[config.mk]
export PLATFORM = sky130hd
export DESIGN_NAME = chunk_bitmap_tracker
export DESIGN_NICKNAME = d
export VERILOG_FILES = /design/src/rtl/core/cbt_pkg.sv /design/src/rtl/core/chunk_bitmap_tracker.sv /design/src/rtl/core/cbt_ram.sv /design/src/rtl/core/cbt_regs.sv /design/src/rtl/core/cbt_ctrl.sv
export SDC_FILE = /design/constraint.sdc
export NUM_CORES = 2
export LEC_CHECK = 0
export ABC_AREA = 1
export BUFFER_PORTS_ARGS = -buffer_cell sky130_fd_sc_hd__buf_2
export CAP_MARGIN = 10
export CORE_MARGIN = 2
export CORE_UTILIZATION = 36
export CTS_BUF_LIST = sky130_fd_sc_hd__clkbuf_8 sky130_fd_sc_hd__clkbuf_16
export CTS_CLUSTER_SIZE = 25
export DETAILED_ROUTE_END_ITERATION = 10
export PLACE_DENSITY = 0.5
export SLEW_MARGIN = 10
export SYNTH_ARGS = -nofsm -noshare
export SYNTH_HDL_FRONTEND = slang
export SYNTH_SLANG_ARGS = --single-unit
[constraint.sdc]
create_clock -name aclk -period 31.8 [get_ports aclk]
set_input_delay 4.77 -clock aclk [delete_from_list [all_inputs] [get_ports aclk]]
set_output_delay 4.77 -clock aclk [all_outputs]
set_load 0.005 [all_outputs]
[src/rtl/core/cbt_pkg.sv]
package cbt_pkg;

    typedef enum logic [1:0] {
        FUNC_CLEAR = 2'd0,
        FUNC_MARK  = 2'd1,
        FUNC_FIND  = 2'd2
    } func_t;

    typedef enum logic [2:0] {
        ST_INIT,
        ST_IDLE,
        ST_CLEAR,
        ST_MARK_RD,
        ST_MARK_WR,
        ST_FIND_RD,
        ST_FIND_CHK,
        ST_DONE
    } state_t;

    // register index as decoded from paddr[2]
    localparam logic REG_CHUNK_COUNT = 1'b0;

    localparam logic [7:0] BYTE_ONES = 8'hFF;
    localparam logic [7:0] BYTE_MSB  = 8'h80;

    typedef struct packed {
        logic [1:0]  func;
        logic [11:0] chunk_index;
        logic        set_value;
    } cmd_t;

    typedef struct packed {
        logic        found;
        logic [11:0] missing_index;
    } res_t;

endpackage

[src/rtl/core/chunk_bitmap_tracker.sv]
// channel   dir  tdata (low bit up)                        tuser
// s_*       in   chunk_index[11:0], set_value[12], pad     func[1:0]
// m_*       out  missing_index[11:0], pad                  found
// apb       in   reg 0 chunk_count at byte address 0
//
// One item at a time. A mark reads its bitmap byte and writes it back, a find reads
// byte after byte (one bitmap read per cycle) until one is not all ones or the used bytes
// run out, a clear writes every byte (one write per cycle through the single write port),
// and anything else goes straight to DONE; s_tready comes back in the same cycle as m_tvalid.
// After reset a clearing pass writes all DEPTH bytes (512 by default) with
// s_tready low. A result waiting on m_tready holds the next one in DONE.
module chunk_bitmap_tracker #(
    parameter int MAX_CHUNKS = 4096
) (
    input  logic        aclk,
    input  logic        aresetn,
    input  logic        s_tvalid,
    output logic        s_tready,
    input  logic [15:0] s_tdata,   // chunk_index[11:0], set_value[12], zero pad
    input  logic [1:0]  s_tuser,   // func[1:0]
    output logic        m_tvalid,
    input  logic        m_tready,
    output logic [15:0] m_tdata,   // missing_index[11:0], zero pad
    output logic        m_tuser,   // found
    input  logic        psel,
    input  logic        penable,
    input  logic        pwrite,
    input  logic [2:0]  paddr,
    input  logic [31:0] pwdata,
    output logic [31:0] prdata,
    output logic        pready
);
    import cbt_pkg::*;

    localparam int DEPTH = (MAX_CHUNKS + 7) / 8;
    localparam int AW    = (DEPTH > 1) ? $clog2(DEPTH) : 1;

    logic [12:0]    chunk_count;
    cmd_t           cmd;
    res_t           res;
    logic           ram_we;
    logic [AW-1:0]  ram_waddr;
    logic [AW-1:0]  ram_raddr;
    logic [7:0]     ram_wdata;
    logic [7:0]     ram_rdata;

    assign cmd.func        = s_tuser;
    assign cmd.chunk_index = s_tdata[11:0];
    assign cmd.set_value   = s_tdata[12];

    cbt_regs u_regs (
        .aclk        (aclk),
        .aresetn     (aresetn),
        .psel        (psel),
        .penable     (penable),
        .pwrite      (pwrite),
        .paddr       (paddr),
        .pwdata      (pwdata),
        .prdata      (prdata),
        .pready      (pready),
        .chunk_count (chunk_count)
    );

    cbt_ram #(
        .WIDTH (8),
        .DEPTH (DEPTH),
        .AW    (AW)
    ) u_ram (
        .aclk  (aclk),
        .we    (ram_we),
        .waddr (ram_waddr),
        .wdata (ram_wdata),
        .raddr (ram_raddr),
        .rdata (ram_rdata)
    );

    cbt_ctrl #(
        .MAX_CHUNKS (MAX_CHUNKS),
        .DEPTH      (DEPTH),
        .AW         (AW)
    ) u_ctrl (
        .aclk        (aclk),
        .aresetn     (aresetn),
        .chunk_count (chunk_count),
        .s_valid     (s_tvalid),
        .s_ready     (s_tready),
        .s_cmd       (cmd),
        .m_valid     (m_tvalid),
        .m_ready     (m_tready),
        .m_res       (res),
        .ram_we      (ram_we),
        .ram_waddr   (ram_waddr),
        .ram_wdata   (ram_wdata),
        .ram_raddr   (ram_raddr),
        .ram_rdata   (ram_rdata)
    );

    assign m_tdata = {4'd0, res.missing_index};
    assign m_tuser = res.found;
endmodule

[src/rtl/core/cbt_ram.sv]
module cbt_ram #(
    parameter int WIDTH = 8,
    parameter int DEPTH = 512,
    parameter int AW    = 9
) (
    input  logic             aclk,
    input  logic             we,
    input  logic [AW-1:0]    waddr,
    input  logic [WIDTH-1:0] wdata,
    input  logic [AW-1:0]    raddr,
    output logic [WIDTH-1:0] rdata
);
    logic [WIDTH-1:0] mem [DEPTH];
    logic [WIDTH-1:0] rdata_reg;

    always_ff @(posedge aclk) begin
        if (we) begin
            mem[waddr] <= wdata;
        end
        rdata_reg <= mem[raddr];
    end

    assign rdata = rdata_reg;
endmodule

[src/rtl/core/cbt_regs.sv]
module cbt_regs (
    input  logic        aclk,
    input  logic        aresetn,
    input  logic        psel,
    input  logic        penable,
    input  logic        pwrite,
    input  logic [2:0]  paddr,
    input  logic [31:0] pwdata,
    output logic [31:0] prdata,
    output logic        pready,
    output logic [12:0] chunk_count
);
    import cbt_pkg::*;

    logic [12:0] chunk_count_reg;
    logic [12:0] chunk_count_next;
    logic        hit;

    assign hit = (paddr[2] == REG_CHUNK_COUNT);

    always_comb begin
        chunk_count_next = chunk_count_reg;
        if (psel && penable && pwrite && hit) begin
            chunk_count_next = pwdata[12:0];
        end
    end

    always_ff @(posedge aclk) begin
        if (!aresetn) begin
            chunk_count_reg <= '0;
        end else begin
            chunk_count_reg <= chunk_count_next;
        end
    end

    assign prdata      = hit ? {19'd0, chunk_count_reg} : 32'd0;
    assign pready      = 1'b1;
    assign chunk_count = chunk_count_reg;
endmodule

[src/rtl/core/cbt_ctrl.sv]
module cbt_ctrl #(
    parameter int MAX_CHUNKS = 4096,
    parameter int DEPTH      = 512,
    parameter int AW         = 9
) (
    input  logic              aclk,
    input  logic              aresetn,
    input  logic [12:0]       chunk_count,
    input  logic              s_valid,
    output logic              s_ready,
    input  cbt_pkg::cmd_t     s_cmd,
    output logic              m_valid,
    input  logic              m_ready,
    output cbt_pkg::res_t     m_res,
    output logic              ram_we,
    output logic [AW-1:0]     ram_waddr,
    output logic [7:0]        ram_wdata,
    output logic [AW-1:0]     ram_raddr,
    input  logic [7:0]        ram_rdata
);
    import cbt_pkg::*;

    localparam int MW = $clog2(MAX_CHUNKS + 1);
    localparam int EW = (MW > 13) ? MW : 13;
    localparam int BW = AW + 1;
    localparam int CW = (BW + 3 > EW) ? BW + 3 : EW;

    state_t          state_reg, state_next;
    cmd_t            cmd_reg, cmd_next;
    res_t            res_reg, res_next;
    res_t            out_reg, out_next;
    logic            m_valid_reg, m_valid_next;
    logic [BW-1:0]   cur_reg, cur_next;
    logic [AW-1:0]   clr_reg, clr_next;

    logic [EW-1:0]   eff;
    logic [BW-1:0]   bytes_used;
    logic [BW-1:0]   cur_inc;
    logic            in_range;
    logic [2:0]      pos;
    logic [CW-1:0]   cand;
    logic [7:0]      mask;

    // counts above capacity act as capacity
    assign eff = (EW'(chunk_count) > EW'(MAX_CHUNKS)) ? EW'(MAX_CHUNKS) : EW'(chunk_count);
    assign bytes_used = BW'(({1'b0, eff} + (EW + 1)'(7)) >> 3);
    assign in_range   = EW'(s_cmd.chunk_index) < eff;
    assign cur_inc    = cur_reg + BW'(1);
    assign mask       = BYTE_MSB >> cmd_reg.chunk_index[2:0];

    // first clear bit from the MSB side; lowest chunk index sits in bit 7
    always_comb begin
        logic hit;
        hit = 1'b0;
        pos = 3'd0;
        for (int i = 0; i < 8; i++) begin
            if (!hit && !ram_rdata[7 - i]) begin
                pos = 3'(i);
                hit = 1'b1;
            end
        end
    end

    assign cand = CW'({cur_reg, pos});

    always_comb begin
        state_next   = state_reg;
        cmd_next     = cmd_reg;
        res_next     = res_reg;
        out_next     = out_reg;
        m_valid_next = m_valid_reg;
        cur_next     = cur_reg;
        clr_next     = clr_reg;
        if (m_valid_reg && m_ready) begin
            m_valid_next = 1'b0;
        end
        unique case (state_reg) inside
            ST_INIT, ST_CLEAR: begin
                clr_next = clr_reg + AW'(1);
                if (clr_reg == AW'(DEPTH - 1)) begin
                    state_next = (state_reg == ST_INIT) ? ST_IDLE : ST_DONE;
                end
            end
            ST_IDLE: begin
                if (s_valid) begin
                    cmd_next = s_cmd;
                    res_next = '0;
                    clr_next = '0;
                    cur_next = BW'(EW'(s_cmd.chunk_index) >> 3);
                    unique case (s_cmd.func)
                        FUNC_CLEAR: state_next = ST_CLEAR;
                        FUNC_MARK:  state_next = in_range ? ST_MARK_RD : ST_DONE;
                        FUNC_FIND:  state_next = in_range ? ST_FIND_RD : ST_DONE;
                        default:    state_next = ST_DONE;
                    endcase
                end
            end
            ST_MARK_RD:  state_next = ST_MARK_WR;
            ST_MARK_WR:  state_next = ST_DONE;
            ST_FIND_RD:  state_next = ST_FIND_CHK;
            ST_FIND_CHK: begin
                if (ram_rdata == BYTE_ONES) begin
                    if (cur_inc < bytes_used) begin
                        cur_next = cur_inc;
                    end else begin
                        state_next = ST_DONE;
                    end
                end else begin
                    if (cand < CW'(eff)) begin
                        res_next.found         = 1'b1;
                        res_next.missing_index = 12'(cand);
                    end
                    state_next = ST_DONE;
                end
            end
            ST_DONE: begin
                if (!m_valid_reg || m_ready) begin
                    out_next     = res_reg;
                    m_valid_next = 1'b1;
                    state_next   = ST_IDLE;
                end
            end
            default: state_next = ST_IDLE;
        endcase
    end

    always_comb begin
        s_ready   = (state_reg == ST_IDLE);
        ram_we    = 1'b0;
        ram_waddr = clr_reg;
        ram_wdata = 8'h00;
        // in the scan state the next byte is fetched ahead of the check
        ram_raddr = (state_reg == ST_FIND_CHK) ? AW'(cur_inc) : AW'(cur_reg);
        unique case (state_reg) inside
            ST_INIT, ST_CLEAR: ram_we = 1'b1;
            ST_MARK_WR: begin
                ram_we    = 1'b1;
                ram_waddr = AW'(cur_reg);
                ram_wdata = cmd_reg.set_value ? (ram_rdata | mask) : (ram_rdata & ~mask);
            end
            default: ram_we = 1'b0;
        endcase
    end

    always_ff @(posedge aclk) begin
        if (!aresetn) begin
            state_reg   <= ST_INIT;
            m_valid_reg <= 1'b0;
            clr_reg     <= '0;
        end else begin
            state_reg   <= state_next;
            m_valid_reg <= m_valid_next;
            clr_reg     <= clr_next;
        end
    end

    always_ff @(posedge aclk) begin
        cmd_reg <= cmd_next;
        res_reg <= res_next;
        out_reg <= out_next;
        cur_reg <= cur_next;
    end

    assign m_valid = m_valid_reg;
    assign m_res   = out_reg;
endmodule

Word-level counts from Yosys, hierarchy flattened

Memory sizes are Yosys's and may differ from the RTL's. A register that Yosys moved wholly into a read port is not among the register bits.
Cells that the tools add are included.

Logic and storage cells: 127
Bits in writable memories: 4,096
Bits in registers: 66
Memories: 1
Input port bits: 60
Output and inout bits: 52

Memories:

| name      | depth | width | rd ports | clocked after Yosys merged registers in | write ports | RTL line      | RTL |
|---|---|---|---|---|---|---|---|
| u_ram.mem | 512   | 8     | 1        | 1                                       | 1           | cbt_ram.sv:13 | `logic [WIDTH-1:0] mem [DEPTH];` |

Shifts and indexed selects: 1
Order comparisons: 4
Reduce and logical (&&, ||, !) cells: 38
Bitwise operators: 4
Mux-type cells: 46
Eq/ne operators: 19
$add $sub $neg: 3

Operator list:

| operator                | number |
|---|---|
| $mux W13                | 5 |
| $mux W3                 | 13 |
| $mux W10                | 3 |
| $mux W9                 | 3 |
| $pmux W13 S2            | 1 |
| $pmux W3 S7             | 1 |
| $pmux W10 S2            | 1 |
| $pmux W9 S2             | 1 |
| $mux W8                 | 2 |
| $logic_not A1 Y1        | 14 |
| $mux W1                 | 14 |
| $add A13 B3 Y13 const B | 1 |
| $gt A13 B13 Y1 const B  | 1 |
| $lt A12 B13 Y1          | 1 |
| $lt A13 B13 Y1          | 1 |
| $eq A3 B3 Y1 const B    | 4 |
| $ne A2 B2 Y1 const B    | 6 |
| $reduce_and A4 Y1       | 3 |
| $logic_and A1 B1 Y1     | 11 |
| $add A10 B1 Y10 const B | 1 |
| $lt A10 B10 Y1          | 1 |
| $add A9 B1 Y9 const B   | 1 |
| $eq A9 B9 Y1 const B    | 1 |
| $pmux W3 S3             | 1 |
| 20 further kinds        | 24 |

Logic depth before layout (Yosys ltp)

Depth in word-level cells: 25
Depth in mapped cells: 23
Depth with buffers taken out: 23

By module

From an unflattened synthesis, not the netlist that was laid out.

Cells, all modules: 14,513
Area, all modules: 171,363.1 µm²

By module, submodules not included:

| module               | area an instance (µm²) | times used | seq. area each (µm²) | cells an instance |
|---|---|---|---|---|
| cbt_ram              | 166,728.7              | 1          | 123,158.1            | 13,891 |
| cbt_ctrl             | 3,762.4                | 1          | 1,461.4              | 479 |
| cbt_regs             | 838.3                  | 1          | 260.2                | 138 |
| chunk_bitmap_tracker | 33.8                   | 1          | 0.0                  | 5 |

Worst setup path before layout

Ideal clock, no wire load.

Path type: reg2reg
Start point: register u_ctrl.state_reg[1]
End point: memory u_ram.mem[0][5], data pin
Required time: 27.522 ns
Arrival: 21.565 ns
Slack: 5.957 ns
Library setup time: 4.278 ns
Buffers on the path: 2
Cell stages (with the launch flop): 6
Clock period less this slack: 25.843 ns
Cells stage by stage: dfxtp_1 -> clkbuf_2 -> nor2_1 -> nand2_1 -> clkbuf_1 -> a211oi_1

Cells in the longest elaborated chain, start to end: 2

Ends and longest elaborated chain:

| what                     | RTL line                   | RTL |
|---|---|---|
| start: declaration       | cbt_ctrl.sv:28             | `state_t state_reg, state_next;` |
| start signal: assignment | cbt_ctrl.sv:151            | `state_reg <= state_next;` |
| $eq A3 B3 Y1 (no line)   | -                          |  |
| $mux W8                  | cbt_ctrl.sv:134            | `unique case (state_reg) inside` |
| net ram_wdata[5]         | chunk_bitmap_tracker.sv:44 | `logic [7:0] ram_wdata;` |
| end: declaration         | cbt_ram.sv:13              |  |

The timed path passes the listed nets, and every way through them passes these cells.

Worst setup path after layout

Start point: input port paddr[2]
End point: output port prdata[8]

Cells in the longest elaborated chain, start to end: 1

Ends and longest elaborated chain:

| what               | RTL line                   | RTL |
|---|---|---|
| start: declaration | chunk_bitmap_tracker.sv:28 | `input logic [2:0] paddr,` |
| $mux W13           | cbt_regs.sv:36             | `assign prdata = hit ? {19'd0, chunk_count_reg} : 32'd0;` |
| end: declaration   | chunk_bitmap_tracker.sv:30 | `output logic [31:0] prdata,` |

Every way passes these cells.

==> run metrics <==
status=finished, final reports clean; Critical Path Max Stage Delay=170 ps; clk buf depth=4; Detailed Routing Iterations Pass 1=6; library cells used by synthesis=38; Synth async-reset ratio=0%; Max Freq=100 MHz; CP Data Arrival Time=5190 ps; Synth top cells by count=4851 x nand3_1, 4136 x edfxtp_1, 3510 x nand2_1; Lkg Pwr=approximately 66 nW; Required @ worst endpoint=approximately 27000 ps; All-Layer GR Usage=21.0%; Crit. Startpoint=paddr[2]; slowest CP cell=buf_2; port buffer count=63; Detail Placement HPWL=277000 µm; DR vias/cell=5.38; WP depth=3; setup tns final=0 ps; final period utilization=between 30% and 40%; average wire per standard cell=25.2 µm; reg2reg end=u_ram.rdata[0]; crit start category=input pin; Max Cap Viol=0; met2 WL=244000 µm; Hold Path Class=reg -> reg; Routed Antenna Nets=0; Post-synth EDFFs=4136; CP delay by family, top=buffers and inverters; worst reg2reg setup slack=23580 ps; Tightest Pin Transition=1190 ps; row count=~250; cell type with the largest total area after synthesis=edfxtp_1; antenna violations before repair=19; Yosys warnings=0; Power Density=64.7 mW/mm²; CTS Hold Buffers Added=0; overall routed net length=~520000 µm; Final nets=14.3k; Initial Utilization=36.1%; R2R depth=21; pin count of the biggest net entering global routing=173; Cells after Synth=14.5k; Clock Latency Late Sink=1010 ps; RSZ-0062 raised after global routing=false; core area=0.475 mm²; RR Startpoint=u_ctrl.state_reg[0]; first-pass GRT wire length=between 700000 and 800000 µm; VDD IR max=approximately 0.066 mV; root buf cell=clkbuf_16; Slew Limit Fails=0; htree depth=5; Final Setup Violations=0; Synth area leaders=edfxtp_1 72%, nand3_1 14%, nand2_1 7.7%; max reg flops=a little over 4k; routed via count=112k; CP Buf/Inv Count=2; Place WS=about 22000 ps; met1 WL=229000 µm; hold path depth=0; setup bufs post-CTS=0; Critical Path End Type=output pin; register area share after synthesis=roughly 73%; initial DRC count=11.9k; Mean Syn Cell Area=11.8 µm²; metal3 WL=33800 µm; gr ovfl total=0; top-count cell post-synth=nand3_1; Clk pin slew, worst setup/hold paths=50 ps; worst setup margin=21840 ps; IO Count=112; Tmin final=around 10000 ps; fill count=44.7k; clk sinks=4170; DRC Markers=0; cells along the critical path=buf_2 -> nor2_1 -> buf_2; Syn Std Cell Area=0.171 mm²; vias in the first global route=105k; Crit path top cell by count=buf_2; Die W=694 µm; post-synth top area share=72.5%; total CTS buffers=about 440; final hold violation count=0; layout cell share with drive strength beyond 1=around 6.4%; Die Span Y=694 µm; die area=0.482 mm²; Worst setup endpoint=prdata[8]; worst hold margin=417 ps; Routability Congestion=about 0.81; synthesized flop and latch total=4170; Worst Skew=43.2 ps; CTS tree=built; Biggest register=u_ram.mem; highest metal used=met5; CP max FO=14; WS Path Type=in -> out; Worst slew margin=20.8%; Post-synth top flop=edfxtp_1; Resized cells post-CTS=0; area grow syn2layout=11.2%
## report_power, final
group	leakage, nW	internal (W)	switching, W	total (W)
combinational	21.3	0.000268	0.00100	0.00127
sequential	37.1	0.00606	0.0000179	0.00608
clock	7.16	0.00278	0.00219	0.00497
total	65.6	0.00911	0.00321	0.0123
## cell families after synthesis
logic type | count (synthesis) | share of synthesized area [%]
xor gates and xnor gates | 8 | 0.0409
AOI/OAI and AO/OA | 101 | 0.331
buffers and inverters | 1187 | 3.16
DFF | 4170 | 72.9
and+or+nand+nor | 9004 | 23.3
adders and majority gates | 35 | 0.256
other | 2 | 0.00438
## worst min-delay path by stage
| stage | start | to | slack, ps |
|---|---|---|---|
| 2_1_floorplan | u_ctrl.res_reg[0] | u_ctrl.m_res[0] | 400 |
| 3_3_place_gp | u_ctrl.res_reg[10] | u_ctrl.m_res[10] | 400 |
| 3_5_place_dp | u_ctrl.res_reg[11] | u_ctrl.m_res[11] | 400 |
| 4_1_cts | u_ctrl.res_reg[11] | u_ctrl.m_res[11] | 420 |
| 5_1_grt | u_ctrl.res_reg[11] | u_ctrl.m_res[11] | 420 |
| 6_report | u_ctrl.res_reg[12] | u_ctrl.m_res[12] | 420 |
## stage by stage
stage	power [W]	instance area (µm²)	instances	util [%]
detailed placement	0.00747	177000	20000	37.3
floorplan	0.00698	171000	14500	-
finish	0.0123	191000	20800	40.2
global placement	0.00746	177000	20000	37.3
global route	0.0127	191000	20800	40.2
CTS	0.0124	191000	20800	40.2
## placed cells by master, fill, tap and decap left out, types with 11 or more instances in the layout
master	n
nand3_1	4847
edfxtp_1	4136
nand2_1	3498
nor2_1	594
clkbuf_16	447
buf_4	192
inv_1	186
clkinv_1	115
clkinv_2	82
buf_2	63
a21oi_1	37
ha_1	35
dfxtp_1	34
o21ai_0	33
bufinv_16	29
buf_12	25
conb_1	24
nor3_1	14
nand2_4	12
clkinv_8	11
## worst reg2reg max path, cell delays in order (launching register included)
cell and delay (ps):
dfxtp_1 470, inv_2 160, nand3_2 90, buf_4 360
nand2_8 400, nand2_8 370, buf_4 740, buf_12 620
buf_4 700, buf_4 790, buf_4 880, buf_4 740
nand2_1 120, nand3_1 130, nand3_1 150, nand3_1 130
nand3_1 280, nand3_1 360, nand3_1 190, nand3_1 120
nand3_1 230, nand2_1 130
## per-layer routing
metal | GRT usage, % | up-vias
li1 | - | 51500
met1 | 30.1 | 55800
met2 | 33.6 | 3842
met3 | 2.50 | 736
met4 | 6.50 | 2
met5 | 0 | -
## cell type report
| cell class | count | area [µm²] | area share [%] |
|---|---|---|---|
| diodes | 6 | 15.0 | 0.00788 |
| clock inverters | 360 | 2490 | 1.31 |
| inverters | 90 | 374 | 0.196 |
| repair buffers | 280 | 2260 | 1.18 |
| flip-flops and latches | 4170 | 125000 | 65.5 |
| well taps | 6247 | 7820 | 4.10 |
| multi-input cells | 9172 | 41500 | 21.8 |
| clock buffers | 452 | 11300 | 5.91 |
Note: power is estimated with default switching activity, not from simulation.
